==> config.mk <==
export PLATFORM = sky130hd
export DESIGN_NAME = lru_page_replacement
export DESIGN_NICKNAME = d
export VERILOG_FILES = /design/src/sv/lpr_pkg.sv /design/src/sv/lpr_cell.sv /design/src/sv/lru_page_replacement.sv
export SDC_FILE = /design/constraint.sdc
export NUM_CORES = 1
export LEC_CHECK = 0
export ABC_AREA = 1
export BUFFER_PORTS_ARGS = -buffer_cell sky130_fd_sc_hd__buf_2
export CELL_PAD_IN_SITES_DETAIL_PLACEMENT = 0
export CELL_PAD_IN_SITES_GLOBAL_PLACEMENT = 1
export CORE_MARGIN = 2
export CORE_UTILIZATION = 42
export CTS_CLUSTER_SIZE = 14
export DETAILED_ROUTE_END_ITERATION = 8
export GPL_TIMING_DRIVEN = 0
export HOLD_SLACK_MARGIN = 0.12
export PLACE_DENSITY_LB_ADDON = 0.1
export SLEW_MARGIN = 40
export SYNTH_ARGS = -nofsm -noshare
export SYNTH_HDL_FRONTEND = slang
export SYNTH_SLANG_ARGS = --single-unit
==> constraint.sdc <==
create_clock -name clock -period 2.9 [get_ports clock]
set_input_delay 0.145 -clock clock [delete_from_list [all_inputs] [get_ports clock]]
set_output_delay 0.145 -clock clock [all_outputs]
set_load 0.05 [all_outputs]
==> src/sv/lpr_pkg.sv <==
package lpr_pkg;

   // Default geometry.
   localparam int FRAMES_DEF    = 8;
   localparam int PAGE_BITS_DEF = 8;

   // Fixed port widths.
   localparam int PAGE_W  = 8;
   localparam int FRAME_W = 3;
   localparam int INDEX_W = 16;
   localparam int CSR_W   = 4;

   localparam logic [CSR_W-1:0] LIMIT_RESET = CSR_W'(8);

   // Per-cell control from the chain controller.
   typedef struct packed {
      logic load;   // take the neighbor's entry this cycle
      logic live;   // cell position is below the occupancy count
   } cell_ctl_type;

endpackage

==> src/sv/lpr_cell.sv <==
module lpr_cell #(
   parameter int PAGE_BITS = lpr_pkg::PAGE_BITS_DEF,
   parameter int FIDX_W    = 3
) (
   input  logic                     clock,
   input  lpr_pkg::cell_ctl_type    ctl,
   input  logic [PAGE_BITS-1:0]     key,
   input  logic [PAGE_BITS-1:0]     up_page,
   input  logic [FIDX_W-1:0]        up_frame,
   output logic                     match,
   output logic [PAGE_BITS-1:0]     page,
   output logic [FIDX_W-1:0]        frame
);

   logic [PAGE_BITS-1:0] page_ff, page_in;
   logic [FIDX_W-1:0]    frame_ff, frame_in;

   assign page_in  = ctl.load ? up_page  : page_ff;
   assign frame_in = ctl.load ? up_frame : frame_ff;

   always_ff @(posedge clock) begin
      page_ff  <= page_in;
      frame_ff <= frame_in;
   end

   assign match = ctl.live && (page_ff == key);
   assign page  = page_ff;
   assign frame = frame_ff;

endmodule

==> src/sv/lru_page_replacement.sv <==
// The result word is registered at the edge that takes the request.
// Throughput: one request word per cycle; the output register drains while the next
// request is taken, and the request side stalls while a result waits under stall or reset is high.
// The recency stack is one pass through the cell chain per request (parallel match).
// Reset (synchronous, active high): occupancy, request counter and output valid clear,
// the frame limit returns to 8; cell contents are not cleared.
module lru_page_replacement #(
   parameter int FRAMES    = lpr_pkg::FRAMES_DEF,
   parameter int PAGE_BITS = lpr_pkg::PAGE_BITS_DEF
) (
   input  logic                          clock,
   input  logic                          reset,
   // request word
   input  logic                          req_valid,
   output logic                          req_stall,
   input  logic [lpr_pkg::PAGE_W-1:0]    req_page,
   // result word
   output logic                          rsp_valid,
   input  logic                          rsp_stall,
   output logic                          rsp_hit,
   output logic                          rsp_evicted,
   output logic                          rsp_frame_valid,
   output logic [lpr_pkg::FRAME_W-1:0]   rsp_frame,
   output logic [lpr_pkg::INDEX_W-1:0]   rsp_request_index,
   output logic [lpr_pkg::PAGE_W-1:0]    rsp_page_out,
   // frame limit register
   input  logic                          csr_wr_en,
   input  logic [lpr_pkg::CSR_W-1:0]     csr_wr_data
);

   localparam int FIDX_W = (FRAMES > 1) ? $clog2(FRAMES) : 1;
   localparam int OCC_W  = $clog2(FRAMES + 1);

   // The chain is a recency stack: cell 0 holds the most recent page, cell k the
   // page of rank k. Each cell keeps a page and the physical frame it sits in.
   // A reference loads a new head entry and every cell above the touched position
   // takes its upper neighbor's entry in the same cycle.

   logic                       accept;
   logic [PAGE_BITS-1:0]       key;
   logic [FRAMES-1:0]          match;
   logic [FRAMES-1:0]          seen_before;
   logic [PAGE_BITS-1:0]       cell_page  [FRAMES];
   logic [FIDX_W-1:0]          cell_frame [FRAMES];
   lpr_pkg::cell_ctl_type      ctl        [FRAMES];

   logic [lpr_pkg::CSR_W-1:0]  limit_ff, limit_in;
   logic [OCC_W-1:0]           eff_limit;
   logic [OCC_W-1:0]           occ_ff, occ_in;
   logic [lpr_pkg::INDEX_W-1:0] count_ff, count_in;

   logic                       hit;
   logic                       full;
   logic [FIDX_W-1:0]          hit_frame;
   logic [FIDX_W-1:0]          tail_idx;
   logic [FIDX_W-1:0]          evict_frame;
   logic [FIDX_W-1:0]          new_frame;
   logic [OCC_W-1:0]           last_pos;

   logic                          valid_ff, valid_in;
   logic                          hit_ff, hit_in;
   logic                          evicted_ff, evicted_in;
   logic                          fvalid_ff, fvalid_in;
   logic [lpr_pkg::FRAME_W-1:0]   frame_ff, frame_in;
   logic [lpr_pkg::INDEX_W-1:0]   index_ff, index_in;
   logic [lpr_pkg::PAGE_W-1:0]    pout_ff, pout_in;

   // handshake: the output register frees up whenever it is empty or draining;
   // nothing is taken while reset is high
   assign req_stall = reset || (valid_ff && rsp_stall);
   assign accept    = req_valid && !req_stall;

   // page is taken in its low PAGE_BITS bits
   assign key = PAGE_BITS'(req_page);

   // frame limit, clamped to 1..FRAMES
   assign limit_in = csr_wr_en ? csr_wr_data : limit_ff;

   always_comb begin
      if (limit_ff == '0) begin
         eff_limit = OCC_W'(1);
      end else if (int'(limit_ff) > FRAMES) begin
         eff_limit = OCC_W'(FRAMES);
      end else begin
         eff_limit = OCC_W'(limit_ff);
      end
   end

   // pages are unique among live cells, so match is one-hot or zero
   assign hit  = |match;
   // also covers a limit lowered below current occupancy
   assign full = (occ_ff >= eff_limit);

   always_comb begin
      hit_frame = '0;
      for (int i = 0; i < FRAMES; i++) begin
         hit_frame = hit_frame | (match[i] ? cell_frame[i] : '0);
      end
   end

   // least recent entry sits at the tail of the live region
   assign tail_idx    = FIDX_W'(occ_ff - OCC_W'(1));
   assign evict_frame = cell_frame[tail_idx];

   always_comb begin
      if (hit) begin
         new_frame = hit_frame;
      end else if (full) begin
         new_frame = evict_frame;
      end else begin
         new_frame = occ_ff[FIDX_W-1:0];   // next free frame in fill order
      end
   end

   // on a miss the shift runs through the tail (evict) or one past it (fill)
   assign last_pos = full ? (occ_ff - OCC_W'(1)) : occ_ff;

   for (genvar i = 0; i < FRAMES; i++) begin : g_cell
      localparam logic [FRAMES-1:0] LOW_MASK = (FRAMES'(1) << i) - FRAMES'(1);

      assign seen_before[i] = |(match & LOW_MASK);
      assign ctl[i].live    = (OCC_W'(i) < occ_ff);
      assign ctl[i].load    = accept &&
                              (hit ? !seen_before[i] : (OCC_W'(i) <= last_pos));

      if (i == 0) begin : g_head
         lpr_cell #(
            .PAGE_BITS (PAGE_BITS),
            .FIDX_W    (FIDX_W)
         ) u_cell (
            .clock    (clock),
            .ctl      (ctl[i]),
            .key      (key),
            .up_page  (key),
            .up_frame (new_frame),
            .match    (match[i]),
            .page     (cell_page[i]),
            .frame    (cell_frame[i])
         );
      end else begin : g_body
         lpr_cell #(
            .PAGE_BITS (PAGE_BITS),
            .FIDX_W    (FIDX_W)
         ) u_cell (
            .clock    (clock),
            .ctl      (ctl[i]),
            .key      (key),
            .up_page  (cell_page[i-1]),
            .up_frame (cell_frame[i-1]),
            .match    (match[i]),
            .page     (cell_page[i]),
            .frame    (cell_frame[i])
         );
      end
   end

   // occupancy grows only on a fill
   assign occ_in   = (accept && !hit && !full) ? (occ_ff + OCC_W'(1)) : occ_ff;
   assign count_in = accept ? (count_ff + lpr_pkg::INDEX_W'(1)) : count_ff;

   // result word
   assign valid_in   = accept ? 1'b1 : (rsp_stall ? valid_ff : 1'b0);
   assign hit_in     = accept ? hit : hit_ff;
   assign evicted_in = accept ? (!hit && full) : evicted_ff;
   assign fvalid_in  = accept ? !hit : fvalid_ff;
   assign frame_in   = accept ? (hit ? '0 : lpr_pkg::FRAME_W'(new_frame)) : frame_ff;
   assign index_in   = accept ? count_ff : index_ff;
   assign pout_in    = accept ? lpr_pkg::PAGE_W'(key) : pout_ff;

   always_ff @(posedge clock) begin
      if (reset) begin
         limit_ff <= lpr_pkg::LIMIT_RESET;
         occ_ff   <= '0;
         count_ff <= '0;
         valid_ff <= 1'b0;
      end else begin
         limit_ff <= limit_in;
         occ_ff   <= occ_in;
         count_ff <= count_in;
         valid_ff <= valid_in;
      end
   end

   always_ff @(posedge clock) begin
      hit_ff     <= hit_in;
      evicted_ff <= evicted_in;
      fvalid_ff  <= fvalid_in;
      frame_ff   <= frame_in;
      index_ff   <= index_in;
      pout_ff    <= pout_in;
   end

   assign rsp_valid         = valid_ff;
   assign rsp_hit           = hit_ff;
   assign rsp_evicted       = evicted_ff;
   assign rsp_frame_valid   = fvalid_ff;
   assign rsp_frame         = frame_ff;
   assign rsp_request_index = index_ff;
   assign rsp_page_out      = pout_ff;

endmodule

Word level (Yosys, flattened, before mapping)

Index checks and enable logic that the tools add are counted.

Multiply operators: 0
Mux-type cells: 26
Order comparisons: 19
Bitwise operators: 8
Divide/modulo/power cells: 0
Shifts and indexed selects: 0
Eq/ne operators: 9
$add $sub $neg: 3
Reductions and logical operators: 40

Operators with widths:

| kind                                                                        | count |
|---|---|
| 8-bit == test                                                               | 8 |
| 3-bit 2-to-1 mux                                                            | 12 |
| 1-bit logical AND                                                           | 21 |
| 3-bit bitwise OR                                                            | 7 |
| 16-bit by 1-bit adder with 16-bit output, second input constant             | 1 |
| 3-bit by 4-bit <= comparator with 1-bit output, first input constant        | 4 |
| 3-bit by 4-bit less-than comparator with 1-bit output, first input constant | 4 |
| 4-bit 2-to-1 mux                                                            | 3 |
| 1-bit zero test                                                             | 10 |
| 1-bit 2-to-1 mux                                                            | 10 |
| 3-bit binary-select mux with 3-bit select                                   | 1 |
| 1-bit by 4-bit <= comparator with 1-bit output, first input constant        | 2 |
| 2-bit by 4-bit <= comparator with 1-bit output, first input constant        | 2 |
| 1-bit by 4-bit less-than comparator with 1-bit output, first input constant | 2 |
| 2-bit by 4-bit less-than comparator with 1-bit output, first input constant | 2 |
| 8-bit OR reduction                                                          | 1 |
| 7-bit OR reduction                                                          | 1 |
| 6-bit OR reduction                                                          | 1 |
| 5-bit OR reduction                                                          | 1 |
| 4-bit by 1-bit adder with 4-bit output, second input constant               | 1 |
| 4-bit greater-or-equal comparator                                           | 1 |
| 4-bit greater-or-equal comparator, second input constant                    | 1 |
| 4-bit greater-than comparator, second input constant                        | 1 |
| 4-bit zero test                                                             | 1 |
| 7 further kinds                                                             | 7 |

ROM bits: 0
Bits of input ports: 17
Bits in latches: 0
Register bits after elaboration: 143
Memories kept: 0
Output and inout port bits: 32
Bits in writable memories: 0
Logic and storage cells: 131

Longest topological paths before layout

Depth in word-level cells: 11
Mapped depth: 15

Hierarchy

Synthesis repeated with hierarchy kept, for this count alone.

Cell total of the unflattened synthesis: 734
Area total of the unflattened synthesis: 6,799.0 µm²

By module, submodules not included:

| module               | area an instance (µm²) | times used | sequential area each (µm²) | cells an instance |
|---|---|---|---|---|
| lpr_cell             | 483.0                  | 8          | 330.3                      | 46 |
| lru_page_replacement | 2,935.3                | 1          | 1,401.3                    | 366 |

Least setup slack after synthesis

Ideal clock, no wire load.

Path type: flip-flop to flip-flop
Start point: register valid_ff (netlist: rsp_valid)
End point: register g_cell[1].g_body.u_cell.frame_ff[0], enable pin
Data required time: 2,514 ps
Stages on the path, launching flop included: 7
Setup time: 386 ps
Period minus slack after synthesis: 2,833 ps
Path buffers: 1
Data arrival time: 2,447 ps
Setup slack: 67 ps
Cell sequence: dfxtp_1 nand2_1 nand3_1 buf_4 inv_1 nand2_1 a31oi_1

RTL lines:

| what                   | RTL line                    | RTL |
|---|---|---|
| from (decl)            | lru_page_replacement.sv:60  | `logic valid_ff, valid_in;` |
| from (signal assigned) | lru_page_replacement.sv:180 | `valid_ff <= valid_in;` |
| to (signal assigned)   | lpr_cell.sv:23              | `frame_ff <= frame_in;` |
| to (decl)              | lpr_cell.sv:16              | `logic [FIDX_W-1:0] frame_ff, frame_in;` |

==> impl_metrics.yaml <==
outcome:
  outcome: "complete, no violations"
routing:
  wl_per_cell_um: 15.2
  drt-pass1-iter-count: 5
  final_antenna_net_count: 0
  drc: 0
  avgViaCountPerCell: 4.84
  vias: 4898
  first_iter_violations: 297
  routed_wl_um: 15400
clock_network:
  cts_tree: "built"
  clock_latency_ns: 0.42
  cts_root_buf: "clkbuf_16"
  cts_sinks: 135
  numCtsBuffers: 17
  cts_buffer_depth: 2
  path_clk_slew_ns: 0.06
  htree_num_levels: 4
grt:
  first_global_vias: 4824
  grt_max_degree: 23
  grt_antenna_before_repair: 0
  grt_overflow: 0
  gr-usage-all-layers: 0.197
  grt_pass1_wl_um: 24800
placement:
  dp.cells: 950
  dp_hpwl_um: 11100
  io_buffers: 48
  gp_congestion: 0.823
  placedInstanceArea_mm2: 0.00719
layout:
  multi_input_area_mm2: 0.00239
  fill_cells: 1382
  drive_above_1_share: 0.198
  stdcell_area_mm2: 0.00821
  instances_no_fill: 1011
  finalNetCount: 812
  antenna_cells: 0
  seq_area_mm2: 0.00380
  area_growth_pct: 23.6
  utilization: 0.536
yosys:
  synth.distinct_cells: 42
  synth_top_flop_cell: "edfxtp_1"
  synth-edff-count: 110
  synth.area.top_cells: "edfxtp_1, nand2_1, dfxtp_1"
  synth.most_common_cell: "nand2_1"
  synth_nets: 715
  synth_top_area_frac: 0.497
  synthArstFlopShare: 0
  synth_area_mm2: 0.00664
  syn_avg_cell_area_um2: 9.63
  yosys_warnings: 0
  yosys.area.top_type: "edfxtp_1"
  seq_area_frac_synth: 0.573
  synthCells: 690
  synth_commonest_cells: "nand2_1, edfxtp_1, inv_1"
  ys_ff_latch: 135
power:
  pwr-share-seq: 0.433
  internal_power_uw: 3880
  power.switching_fraction: 0.271
  p_sw_uw: 1440
  pwr-share-comb: 0.138
  p_leak_uw: 0.00337
  max-vdd-ir-drop_uv: 448
  power-per-cell-area_mw_per_mm2: 648
  p_clk_frac: 0.428
sta:
  setup_tns_ns: 0
  relSlewSlack: 0.616
  timing.fmax_ghz: 0.368
  min_period_ns: 2.72
  drv_slew: 0
  holdWs_ns: 0.137
  max_slew.worst_pin.slew_ns: 0.575
  setup_viol: 0
  hold_violations: 0
  post-route-period-util: 0.937
  grt_setup_unrepaired: "no"
  finClkSkew_ns: 0.00989
floorplanning:
  rows: 45
  fp.dieArea_mm2: 0.0168
  io_pins: 49
  start_util: 0.434
  die_h_um: 130
  die_w_um: 130
  core_area_mm2: 0.0153
setup_path:
  r2r-end: "g_cell[6].g_body.u_cell.page[7]$_DFFE_PP_"
  startpoint_type: "flop"
  cp_data_arrival_time_ns: 2.85
  r2r-start: "occ_ff[0]$_SDFFE_PP0P_"
  r2r_cells: 13
  path_class: "reg -> reg"
  crit_fanout: 11
  end_kind: "flop"
  critPathRequiredTime_ns: 3.03
  r2r_slack_ns: 0.18
hold_path:
  min_from: "req_valid"
  hp-class: "in -> reg"
  holdPathStages: 4
  hold_end: "count_ff[3]$_SDFFE_PP0P_"
job:
  drv_cap: 0
[sequential cells by signal, indices dropped and copies added, names as in the netlist, 3 cells and up]
name / flops
count_ff: 16
occ_ff: 4
rsp_frame: 3
g_cell.g_head.u_cell.page: 7
g_cell.g_body.u_cell.page: 56
g_cell.g_head.u_cell.frame: 3
limit_ff: 4
rsp_request_index: 16
g_cell.g_body.u_cell.frame: 21
[worst max-delay path, stage by stage (launching register included)]
cell and delay (ns):
dfxtp_1 0.37, buf_4 0.18, inv_1 0.09, buf_6 0.16, ha_1 0.29, nand4_1 0.10
nand3_2 0.17, buf_4 0.23, nand2_1 0.08, o21ai_2 0.11, o21ai_1 0.22, o21ai_1 0.13
nor2_4 0.14, buf_12 0.15
[stage by stage]
step | setup WS [ns] | power (uW)
6_report | 0.182 | 5320
5_1_grt | 0.00843 | 5510
4_1_cts | -0.00163 | 5330
3_5_place_dp | -0.328 | 2980
3_3_place_gp | -0.598 | 2960
2_1_floorplan | 0.0674 | 2790
[metal layers]
layer  up-vias  track usage  wire (um)
met5         -            0          0
met4         0       0.0708        264
met3        26       0.0459        606
met2       114        0.316       7280
met1      2282        0.262       7230
li1       2476            -          -
[logic make-up (layout without fill, tap and decap cells)]
| kind of cell | count (synthesis) | after routing | share of synthesized area |
|---|---|---|---|
| compound gates | 88 | 88 | 0.0727 |
| xor+xnor | 37 | 37 | 0.0488 |
| fa+ha+maj | 8 | 8 | 0.0151 |
| buf+inv | 117 | 227 | 0.0806 |
| flops | 135 | 135 | 0.573 |
| simple gates | 305 | 305 | 0.210 |
[final cells by class]
cell class,count,area share
Clock inverter,14,0.0232
Tap cell,211,0.0322
Sequential cell,135,0.463
Timing Repair inverter,1,0.000914
Buffer,24,0.0226
Clock buffer,18,0.0523
Timing Repair Buffer,77,0.0704
Inverter,93,0.0443
Multi-Input combinational cell,438,0.291
[power by group through the flow]
stage | sequential (uW) | combinational, uW | clock (uW)
finish | 2300 | 736 | 2280
global route | 2320 | 810 | 2380
CTS | 2300 | 714 | 2310
detailed placement | 2350 | 635 | 0
global placement | 2340 | 616 | 0
floorplan | 2380 | 416 | 0
[placed cells by master, fill, tap and decap left out, types with 3 or more instances in the layout]
| master | Yosys | routed |
|---|---|---|
| o21a_1 | 3 | 3 |
| inv_6 | 1 | 4 |
| nand2_4 | 3 | 3 |
| nor3_2 | 2 | 4 |
| ha_1 | 8 | 7 |
| inv_8 | 0 | 3 |
| a21oi_1 | 22 | 22 |
| nand2_1 | 153 | 151 |
| nor3_1 | 6 | 4 |
| xnor2_1 | 29 | 29 |
| and3_1 | 3 | 3 |
| inv_2 | 8 | 10 |
| buf_2 | 2 | 49 |
| buf_12 | 0 | 4 |
| dlygate4sd3_1 | 0 | 20 |
| nor2_2 | 3 | 3 |
| dfxtp_1 | 25 | 25 |
| nor3b_1 | 3 | 3 |
| o21ai_1 | 4 | 6 |
| o21ai_0 | 45 | 41 |
| clkinvlp_4 | 0 | 6 |
| nor2_4 | 2 | 5 |
| buf_4 | 17 | 21 |
| buf_6 | 3 | 4 |
| bufinv_16 | 0 | 3 |
| edfxtp_1 | 110 | 110 |
| nor2_1 | 70 | 67 |
| nand2_2 | 4 | 6 |
| clkbuf_1 | 2 | 3 |
| clkbuf_16 | 0 | 17 |
| nand3_1 | 36 | 35 |
| inv_1 | 83 | 79 |
| xor2_1 | 8 | 7 |
| nand4_1 | 13 | 13 |
[timing repair]
action	4_1_cts	5_1_grt
pin swaps	3	2
endpoints found under the hold margin	19	0
gates resized for setup	17	7
setup endpoints to repair	77	66
hold buffers	20	0
gates cloned	1	0
buffers inserted	6	2
[worst max-delay path by stage]
stage,from,end,cells after the start
global route,occ_ff[0]$_SDFFE_PP0P_,g_cell[6].g_body.u_cell.page[7]$_DFFE_PP_,13
floorplan,rsp_valid$_SDFFE_PP0P_,g_cell[1].g_body.u_cell.frame[0]$_DFFE_PP_,6
CTS,occ_ff[0]$_SDFFE_PP0P_,g_cell[5].g_body.u_cell.page[2]$_DFFE_PP_,12
detailed placement,occ_ff[0]$_SDFFE_PP0P_,g_cell[6].g_body.u_cell.page[0]$_DFFE_PP_,12
global placement,occ_ff[0]$_SDFFE_PP0P_,g_cell[6].g_body.u_cell.page[0]$_DFFE_PP_,12
finish,occ_ff[0]$_SDFFE_PP0P_,g_cell[6].g_body.u_cell.page[7]$_DFFE_PP_,13
Power figures use the tool's default switching activity.
